`src/design/macl_pkg.sv`:
```
// Shared types and constants for the MAC allow/deny list filter.
// Used by macl_ctrl and the top level; no dependencies.
`default_nettype none

package macl_pkg;

  localparam int TABLE_DEPTH = 64;
  localparam int MAC_W       = 48;
  localparam int OP_W        = 2;
  localparam int CNT_W       = $clog2(TABLE_DEPTH + 1);
  localparam int ADDR_W      = (TABLE_DEPTH > 1) ? $clog2(TABLE_DEPTH) : 1;
  localparam int CFG_IDX_W   = 1;
  localparam int CFG_DATA_W  = 1;

  // item operation codes; code 3 is unused and answers all zero
  typedef enum logic [OP_W-1:0] {
    OP_CLEAR = 2'd0,
    OP_ADD   = 2'd1,
    OP_CHECK = 2'd2
  } op_t;

  // configuration register indexes
  typedef enum logic [CFG_IDX_W-1:0] {
    CFG_FILTER_ENABLED = 1'd0,
    CFG_DENY_LIST_MODE = 1'd1
  } cfg_idx_t;

  typedef struct packed {
    logic filter_enabled;
    logic deny_list_mode;
  } cfg_t;

  typedef struct packed {
    logic             busy;
    logic [CNT_W-1:0] count;
  } stat_t;

endpackage

`default_nettype wire

```
`src/design/macl_ram.sv`:
```
// Generic single-clock RAM: one write port, one read port, registered read.
// No package dependencies.
`default_nettype none

module macl_ram #(
  parameter int WIDTH = 48,
  parameter int DEPTH = 64
) (
  input  wire logic                                        clk,
  input  wire logic                                        we,
  input  wire logic [((DEPTH > 1) ? $clog2(DEPTH) : 1)-1:0] waddr,
  input  wire logic [WIDTH-1:0]                            wdata,
  input  wire logic                                        re,
  input  wire logic [((DEPTH > 1) ? $clog2(DEPTH) : 1)-1:0] raddr,
  output logic      [WIDTH-1:0]                            rdata
);

  logic [WIDTH-1:0] mem [DEPTH];

  always_ff @(posedge clk) begin
    if (we) begin
      mem[waddr] <= wdata;
    end
    if (re) begin
      rdata <= mem[raddr];
    end
  end

endmodule

`default_nettype wire

```
`src/design/macl_ctrl.sv`:
```
// Sequencer for the MAC filter: entry count, table append, linear scan over
// the address RAM and the result register. Depends on macl_pkg.
`default_nettype none

module macl_ctrl (
  input  wire logic                          clk,
  input  wire logic                          rst_n,
  input  wire macl_pkg::cfg_t                cfg,
  input  wire logic                          in_valid,
  output logic                               in_ready,
  input  wire logic [macl_pkg::OP_W-1:0]     in_op,
  input  wire logic [macl_pkg::MAC_W-1:0]    in_mac,
  output logic                               out_valid,
  input  wire logic                          out_ready,
  output logic                               out_allowed,
  output logic                               out_matched,
  output logic                               out_table_full,
  output macl_pkg::stat_t                    stat,
  output logic                               ram_we,
  output logic [macl_pkg::ADDR_W-1:0]        ram_waddr,
  output logic [macl_pkg::MAC_W-1:0]         ram_wdata,
  output logic                               ram_re,
  output logic [macl_pkg::ADDR_W-1:0]        ram_raddr,
  input  wire logic [macl_pkg::MAC_W-1:0]    ram_rdata
);

  import macl_pkg::*;

  typedef enum logic [1:0] {
    ST_IDLE,
    ST_SCAN,
    ST_PUB
  } state_t;

  state_t           state_r, state_nxt;
  logic [CNT_W-1:0] count_r, count_nxt;
  logic [CNT_W-1:0] idx_r, idx_nxt;
  logic             pend_r, pend_nxt;
  logic             hit_r, hit_nxt;
  logic             full_r, full_nxt;
  logic [OP_W-1:0]  op_r, op_nxt;
  logic [MAC_W-1:0] mac_r, mac_nxt;
  logic             out_valid_r, out_valid_nxt;
  logic             out_allowed_r, out_allowed_nxt;
  logic             out_matched_r, out_matched_nxt;
  logic             out_full_r, out_full_nxt;

  logic accept;
  logic pub_ok;
  logic res_allowed, res_matched, res_full;

  assign in_ready       = (state_r == ST_IDLE);
  assign accept         = in_valid && in_ready;
  assign pub_ok         = !out_valid_r || out_ready;
  assign out_valid      = out_valid_r;
  assign out_allowed    = out_allowed_r;
  assign out_matched    = out_matched_r;
  assign out_table_full = out_full_r;
  assign stat.busy      = (state_r != ST_IDLE);
  assign stat.count     = count_r;

  // verdict; the user must hold config stable while an item is in flight; the block itself does not enforce it
  always_comb begin
    res_allowed = 1'b0;
    res_matched = 1'b0;
    res_full    = 1'b0;
    unique case (op_r)
      OP_ADD: begin
        res_full = full_r;
      end
      OP_CHECK: begin
        if (!cfg.filter_enabled) begin
          res_allowed = 1'b1;
        end else begin
          res_matched = hit_r;
          res_allowed = cfg.deny_list_mode ? !hit_r : hit_r;
        end
      end
      default: begin
        res_allowed = 1'b0;
      end
    endcase
  end

  always_comb begin
    state_nxt       = state_r;
    count_nxt       = count_r;
    idx_nxt         = idx_r;
    pend_nxt        = pend_r;
    hit_nxt         = hit_r;
    full_nxt        = full_r;
    op_nxt          = op_r;
    mac_nxt         = mac_r;
    out_valid_nxt   = out_valid_r;
    out_allowed_nxt = out_allowed_r;
    out_matched_nxt = out_matched_r;
    out_full_nxt    = out_full_r;
    ram_we          = 1'b0;
    ram_waddr       = count_r[ADDR_W-1:0];
    ram_wdata       = in_mac;
    ram_re          = 1'b0;
    ram_raddr       = idx_r[ADDR_W-1:0];

    if (out_valid_r && out_ready) begin
      out_valid_nxt = 1'b0;
    end

    unique case (state_r)
      ST_IDLE: begin
        if (accept) begin
          op_nxt    = in_op;
          mac_nxt   = in_mac;
          hit_nxt   = 1'b0;
          full_nxt  = 1'b0;
          idx_nxt   = '0;
          pend_nxt  = 1'b0;
          state_nxt = ST_PUB;
          priority if (in_op == OP_CLEAR) begin
            count_nxt = '0;
          end else if (in_op == OP_ADD) begin
            if (count_r == CNT_W'(TABLE_DEPTH)) begin
              full_nxt = 1'b1;
            end else begin
              ram_we    = 1'b1;
              count_nxt = count_r + CNT_W'(1);
            end
          end else if (in_op == OP_CHECK && cfg.filter_enabled && count_r != '0) begin
            state_nxt = ST_SCAN;
          end
        end
      end
      ST_SCAN: begin
        // one read issued per cycle, each compared against the registered read data in the next cycle
        if (idx_r < count_r) begin
          ram_re   = 1'b1;
          idx_nxt  = idx_r + CNT_W'(1);
          pend_nxt = 1'b1;
        end else begin
          pend_nxt = 1'b0;
        end
        if (pend_r && ram_rdata == mac_r) begin
          hit_nxt   = 1'b1;
          state_nxt = ST_PUB;
        end else if (pend_r && idx_r == count_r) begin
          state_nxt = ST_PUB;
        end
      end
      ST_PUB: begin
        if (pub_ok) begin
          out_valid_nxt   = 1'b1;
          out_allowed_nxt = res_allowed;
          out_matched_nxt = res_matched;
          out_full_nxt    = res_full;
          state_nxt       = ST_IDLE;
        end
      end
      default: begin
        state_nxt = ST_IDLE;
      end
    endcase
  end

  always_ff @(posedge clk) begin
    if (!rst_n) begin
      state_r     <= ST_IDLE;
      count_r     <= '0;
      pend_r      <= 1'b0;
      out_valid_r <= 1'b0;
    end else begin
      state_r     <= state_nxt;
      count_r     <= count_nxt;
      pend_r      <= pend_nxt;
      out_valid_r <= out_valid_nxt;
    end
    idx_r         <= idx_nxt;
    hit_r         <= hit_nxt;
    full_r        <= full_nxt;
    op_r          <= op_nxt;
    mac_r         <= mac_nxt;
    out_allowed_r <= out_allowed_nxt;
    out_matched_r <= out_matched_nxt;
    out_full_r    <= out_full_nxt;
  end

endmodule

`default_nettype wire

```
`src/design/mac_allow_deny_list_filter.sv`:
```
// MAC allow/deny list filter. One item at a time: a clear or an add passes
// straight to the publish state; a check with filtering enabled walks the
// stored entries through the single read port of the address RAM, one entry
// per cycle, and stops early on the first match. A new item is taken once the
// previous result has been loaded into the output register. Appends write
// the RAM at the accept cycle and scans only read it afterwards, so the two
// never touch the same entry at once. Depends on macl_pkg, macl_ctrl and
// macl_ram.
`default_nettype none

module mac_allow_deny_list_filter (
  input  wire logic                              clk,
  input  wire logic                              rst_n,
  input  wire logic                              cfg_we,
  input  wire logic [macl_pkg::CFG_IDX_W-1:0]    cfg_index,
  input  wire logic [macl_pkg::CFG_DATA_W-1:0]   cfg_wdata,
  input  wire logic                              in_valid,
  output logic                                   in_ready,
  input  wire logic [macl_pkg::OP_W-1:0]         in_op,
  input  wire logic [macl_pkg::MAC_W-1:0]        in_mac,
  output logic                                   out_valid,
  input  wire logic                              out_ready,
  output logic                                   out_allowed,
  output logic                                   out_matched,
  output logic                                   out_table_full
);

  import macl_pkg::*;

  cfg_t               cfg_r;
  stat_t              stat;
  logic               ram_we;
  logic [ADDR_W-1:0]  ram_waddr;
  logic [MAC_W-1:0]   ram_wdata;
  logic               ram_re;
  logic [ADDR_W-1:0]  ram_raddr;
  logic [MAC_W-1:0]   ram_rdata;

  always_ff @(posedge clk) begin
    if (!rst_n) begin
      cfg_r <= '0;
    end else if (cfg_we) begin
      unique case (cfg_index)
        CFG_FILTER_ENABLED: cfg_r.filter_enabled <= cfg_wdata[0];
        CFG_DENY_LIST_MODE: cfg_r.deny_list_mode <= cfg_wdata[0];
        default: cfg_r <= cfg_r;
      endcase
    end
  end

  macl_ctrl u_ctrl (
    .clk            (clk),
    .rst_n          (rst_n),
    .cfg            (cfg_r),
    .in_valid       (in_valid),
    .in_ready       (in_ready),
    .in_op          (in_op),
    .in_mac         (in_mac),
    .out_valid      (out_valid),
    .out_ready      (out_ready),
    .out_allowed    (out_allowed),
    .out_matched    (out_matched),
    .out_table_full (out_table_full),
    .stat           (stat),
    .ram_we         (ram_we),
    .ram_waddr      (ram_waddr),
    .ram_wdata      (ram_wdata),
    .ram_re         (ram_re),
    .ram_raddr      (ram_raddr),
    .ram_rdata      (ram_rdata)
  );

  macl_ram #(
    .WIDTH (MAC_W),
    .DEPTH (TABLE_DEPTH)
  ) u_table (
    .clk   (clk),
    .we    (ram_we),
    .waddr (ram_waddr),
    .wdata (ram_wdata),
    .re    (ram_re),
    .raddr (ram_raddr),
    .rdata (ram_rdata)
  );

`ifndef NO_ASSERTIONS
  a_count_bound: assert property (@(posedge clk) disable iff (!rst_n)
    stat.count <= CNT_W'(TABLE_DEPTH))
    else $error("entry count above table depth");

  a_clear_empties: assert property (@(posedge clk) disable iff (!rst_n)
    (in_valid && in_ready && in_op == OP_CLEAR) |=> stat.count == '0)
    else $error("clear did not empty the table");

  a_full_only_add: assert property (@(posedge clk) disable iff (!rst_n)
    (out_valid && out_table_full) |-> (!out_allowed && !out_matched))
    else $error("table_full set on a check result");

  a_ready_when_idle: assert property (@(posedge clk) disable iff (!rst_n)
    in_ready |-> !stat.busy)
    else $error("input taken while an item is in flight");
`endif

endmodule

`default_nettype wire
```
`config.mk`:
```
export PLATFORM = sky130hd
export DESIGN_NAME = mac_allow_deny_list_filter
export DESIGN_NICKNAME = d
export VERILOG_FILES = /design/src/design/macl_pkg.sv /design/src/design/macl_ram.sv /design/src/design/macl_ctrl.sv /design/src/design/mac_allow_deny_list_filter.sv
export SDC_FILE = /design/constraint.sdc
export NUM_CORES = 2
export LEC_CHECK = 0
export BUFFER_PORTS_ARGS = -buffer_cell sky130_fd_sc_hd__buf_2
export CORE_MARGIN = 3
export CORE_UTILIZATION = 63
export CTS_CLUSTER_SIZE = 12
export DETAILED_ROUTE_END_ITERATION = 16
export PLACE_DENSITY = 0.79
export SLEW_MARGIN = 15
export SYNTH_ARGS = -nofsm -noshare
export SYNTH_HDL_FRONTEND = slang
export SYNTH_HIERARCHICAL = 1
export SYNTH_SLANG_ARGS = --single-unit
```
`constraint.sdc`:
```
create_clock -name clk -period 9.5 [get_ports clk]
set_clock_uncertainty 0.1 [all_clocks]
set_input_delay 0.475 -clock clk [delete_from_list [all_inputs] [get_ports clk]]
set_output_delay 0.475 -clock clk [all_outputs]
set_load 0.01 [all_outputs]
```
Word level (Yosys, flattened, before mapping)
Memories as Yosys holds them, arrays and structs flattened. A register that Yosys moved wholly into a read port is not among the register bits.
Index checks and enable logic that the tools add are counted.
{"block": "word_totals", "output_inout_bits": 5, "memories": 1, "register_bits": 75, "ram_bits": 3072}
{"memory": "u_table.mem", "words": 64, "word_bits": 48, "rd": 1, "rd_ports_with_merged_regs": 1, "write_ports": 1, "line": "macl_ram.sv:18", "source": "logic [WIDTH-1:0] mem [DEPTH];"}
{"block": "op_classes", "n_eq_ne": 15, "n_lt_le_gt_ge": 1, "muxes": 33, "n_bitwise": 2, "n_reduce_logical": 25, "n_addsub": 2}
{"operator": "$eq A48 B48 Y1", "n": 1}
{"operator": "$mux W7", "n": 5}
{"operator": "$mux W1", "n": 17}
{"operator": "$add A7 B1 Y7 const B", "n": 2}
{"operator": "$mux W2", "n": 7}
{"operator": "$pmux W7 S2", "n": 1}
{"operator": "$reduce_and A2 Y1", "n": 6}
{"operator": "$reduce_and A3 Y1", "n": 3}
{"operator": "$ne A2 B1 Y1 const B", "n": 4}
{"operator": "$eq A7 B7 Y1", "n": 1}
{"operator": "$eq A7 B7 Y1 const B", "n": 1}
{"operator": "$lt A7 B7 Y1", "n": 1}
{"operator": "$reduce_bool A7 Y1", "n": 1}
{"operator": "$eq A2 B1 Y1 const B", "n": 3}
{"operator": "$eq A2 B2 Y1 const B", "n": 3}
{"operator": "$logic_and A1 B1 Y1", "n": 6}
{"operator": "$pmux W2 S3", "n": 1}
{"operator": "$logic_not A2 Y1", "n": 2}
{"operator": "$pmux W1 S2", "n": 2}
{"operator": "$reduce_and A4 Y1", "n": 1}
{"operator": "$reduce_bool A2 Y1", "n": 2}
{"operator": "$ne A3 B1 Y1 const B", "n": 1}
{"operator": "$logic_not A1 Y1", "n": 2}
{"operator": "$ne A2 B2 Y1 const B", "n": 1}
{"operator": "3 further kinds", "n": 4}

Depth between registers and ports, before layout
{"block": "logic_depth", "word_depth": 8, "depth_mapped": 10, "mapped_depth_nobuf": 8}

By module
Netlist, hierarchy kept.
{"module": "macl_ram", "seq_area_each_um2": 93689.9, "cells_per_inst": 4970, "n_inst": 1, "area_each_um2": 117597.8}
{"module": "macl_ctrl", "seq_area_each_um2": 2082.0, "cells_per_inst": 311, "n_inst": 1, "area_each_um2": 3799.9}
{"module": "mac_allow_deny_list_filter", "seq_area_each_um2": 40.0, "cells_per_inst": 9, "n_inst": 1, "area_each_um2": 91.3}

Worst setup path after synthesis
OpenSTA, ideal clock, no wires.
{"block": "synth_timing", "path_kind": "register to register", "from": "register u_ctrl.count_r[0]", "to": "memory u_table.mem[49][0], enable pin", "stages_incl_launch_ff": 8, "setup_time_ns": 0.513, "t_required_ns": 8.887, "t_arrival_ns": 4.861, "synth_period_minus_slack_ns": 5.474, "path_slack_ns": 4.026, "path_cell_list": "dfxtp_1 -> inv_1 -> ha_1 -> nand3_1 -> and3_1 -> nor2b_1 -> nand4_1 -> nor3_1"}
{"block": "synth_between", "elab_chain_len": 8}
{"element": "from (decl)", "line": "macl_ctrl.sv:36", "source": "logic [CNT_W-1:0] count_r, count_nxt;"}
{"element": "from (signal assigned)", "line": "macl_ctrl.sv:171", "source": "count_r <= count_nxt;"}
{"element": "$eq A7 B7 Y1", "line": "macl_ctrl.sv:121", "source": "if (count_r == CNT_W'(TABLE_DEPTH)) begin"}
{"element": "$mux W1", "line": "macl_ctrl.sv:121"}
{"element": "$mux W1", "line": "macl_ctrl.sv:120", "source": "end else if (in_op == OP_ADD) begin"}
{"element": "$mux W1", "line": "macl_ctrl.sv:118", "source": "priority if (in_op == OP_CLEAR) begin"}
{"element": "$mux W1", "line": "macl_ctrl.sv:110", "source": "if (accept) begin"}
{"element": "$mux W1", "line": "macl_ctrl.sv:108", "source": "unique case (state_r)"}
{"element": "net ram_we", "line": "mac_allow_deny_list_filter.sv:32", "source": "logic ram_we;"}
{"element": "$mux W1", "line": "macl_ram.sv:21", "source": "if (we) begin"}
{"element": "$mux W1 (not written as such)", "line": "macl_ram.sv:22", "source": "mem[waddr] <= wdata;"}
{"element": "to (decl)", "line": "macl_ram.sv:18"}
The timed path passes the listed nets, and every way through them passes these cells.

Final worst setup path
{"block": "layout_timing", "from": "register u_ctrl.count_r[1]", "to": "memory u_table.mem[26][38], enable pin"}
The elaborated chain is that of the path after synthesis.

==> metrics <==
Peak VDD IR=approximately 150 µV; layout cells sized above 1=about a quarter; Clock Sink Count=3195; Syn-to-layout area delta=10.4%; final setup fails=0; Min-Delay Path Class=in -> reg; PnR Total Power=30.0 mW; crit share post-route=49.4%; vias per inst=7.68; Clock Path Buffers=4; # fillers=10000; MaxCap Viol Count=0; die width=approximately 450 µm; # IOs=62; Clk Tree Root Cell=clkbuf_16; Die Span Y=445 µm; TritonCTS clock tree=built; # DRC=0; initial core utilization=a little under two thirds; largest net degree at the start of global routing=around 140; Syn. warnings=6; core area=0.191 mm²; reg-to-reg slack, setup=roughly 4800 ps; grt ovf=0; Post-CTS Resized=0; I/O Buffers=around 60; sequence of cells on the critical path=inv_1, ha_1, nand3_1, and3_1, nor2b_1, nand2_1, nor2_4, buf_4; Final Max Tran Viols=0; arrival time at the worst endpoint=5130 ps; H-tree levels=5; drt wl/cell=42.2 µm; fin nets=5566; Setup TNS=0 ps; WHS=-10.1 ps; Setup crit start kind=flop; Req. time, crit path=9940 ps; clk slew on worst S/H paths=60 ps; post-synthesis cell count=5284; Worst Tran Pin Value=1280 ps; Detail Placement HPWL=169000 µm; Iter 0 DRT Violations=11300; Slowest Stage Delay on Critical Path=1090 ps; die area=0.198 mm²; vias in the first global route=63100; critical path class=reg -> reg; insertion delay to the later sink of the worst-skew pair=940 ps; pwr/cell area=224 mW/mm²; endpoints failing hold=33; CP max FO=28; antenna viol nets, final=0; status=finished with violations; relative slew slack=about 15%; highest clock rate=213 MHz; via count=62700; syn avg cell area=23.0 µm²; CTS buffer count=329; Total Wirelength=between 300000 and 400000 µm; Setup crit end kind=flop; fin crit period=4690 ps; Leak=41.1 nW; GPL Wtd Cong=between 0.8 and 0.9; DR pass1 iterations=6; All-Layer GR Usage=35.3%; crit path max-delay cell type=nor2_4; initial antenna violation count=31; mapped cell area=0.121 mm²; row cnt=160; post-synth net total=about 5400; unrepaired setup endpoints after global routing=false; failing checks=negative hold slack; first-pass GRT wire length=484000 µm
report_power, final:
| part | internal [mW] | switching (mW) | total [mW] |
|---|---|---|---|
| Clock | 6.46 | 5.09 | 11.6 |
| Sequential | 15.6 | 0.0365 | 15.6 |
| Combinational | 1.05 | 1.73 | 2.78 |
registers in the layout, indices dropped and copies added, names as in the netlist, 2 cells and up:
register,flops
u_ctrl/idx_r,7
u_ctrl/state_r,2
u_table/rdata,48
u_ctrl/count_r,7
cfg_r,2
u_ctrl/mac_r,48
u_table/mem,3072
u_ctrl/op_r,2
critical path, delay by kind of cell, from the launching register on:
family | cells | cell delay (ps)
adders and majority gates | 1 | 280
and+or+nand+nor | 5 | 2360
buffers and inverters | 2 | 780
DFF | 1 | 630
layout by cell type, fill, tap and decap left out, types with 5 or more instances in the layout:
cell type	instances
buf_2	30
dfxtp_1	13
diode_2	30
a31o_2	6
clkbuf_1	80
a311oi_1	11
a22o_1	57
xnor2_1	41
nand3b_1	5
buf_4	166
a21oi_1	78
clkinv_1	19
a211oi_1	33
and3_1	5
a22oi_1	72
nand2_1	65
nand3_1	14
o221ai_1	29
o22ai_1	122
nand2b_1	13
nor4_1	5
nand4_1	11
clkbuf_16	339
a221oi_1	84
nor2b_1	25
ha_1	10
buf_12	11
edfxtp_1	3182
nor2_4	64
mux4_2	754
mux2_2	12
o21ai_0	5
inv_1	15
mux2i_1	65
clkinv_2	9
dlygate4sd3_1	14
xor2_1	12
nor2_1	84
per-stage QoR:
step	utilization, %	cell area (µm²)	worst slack [ps]	cells
2_1_floorplan	-	121000	4050	5284
3_3_place_gp	65.4	125000	5090	7664
3_5_place_dp	65.4	125000	4990	7664
4_1_cts	70.2	134000	4950	8130
5_1_grt	70.2	134000	4730	8148
6_report	70.3	134000	4810	8162
final timing paths:
path / endpoint / cells after the start / startpoint
setup / recovery: u_table/mem[26][38] / 8 / u_ctrl/count_r[1]
hold / removal: u_table/mem[47][39] / 1 / in_mac[39]
setup reg to reg: u_table/mem[26][38] / 8 / u_ctrl/count_r[1]
hold reg to reg: u_ctrl/out_table_full / 1 / u_ctrl/full_r
cell type report:
type,instances,area (µm²),area share [%]
flip-flops and latches,3195,95800,71.5
multi-input cells,1735,24200,18.0
clock buffers,420,8800,6.56
well taps,2511,3140,2.34
repair buffers,221,1760,1.31
clock inverters,33,201,0.150
diodes,30,75.1,0.0560
inverters,17,63.8,0.0476
repair_timing:
action / CTS / global route
setup buffers: 0 / 0
endpoints found under the setup margin: 0 / 0
hold buffers: 13 / 1
endpoints found under the hold margin: 17 / 1
metal layers:
layer / share of wire, % / track usage [%]
met1: 31 / 46.0
met2: 47 / 52.4
met3: 16 / 12.3
met4: 6.8 / 20.9
met5: 0.0090 / 0
Power figures use the tool's default switching activity.
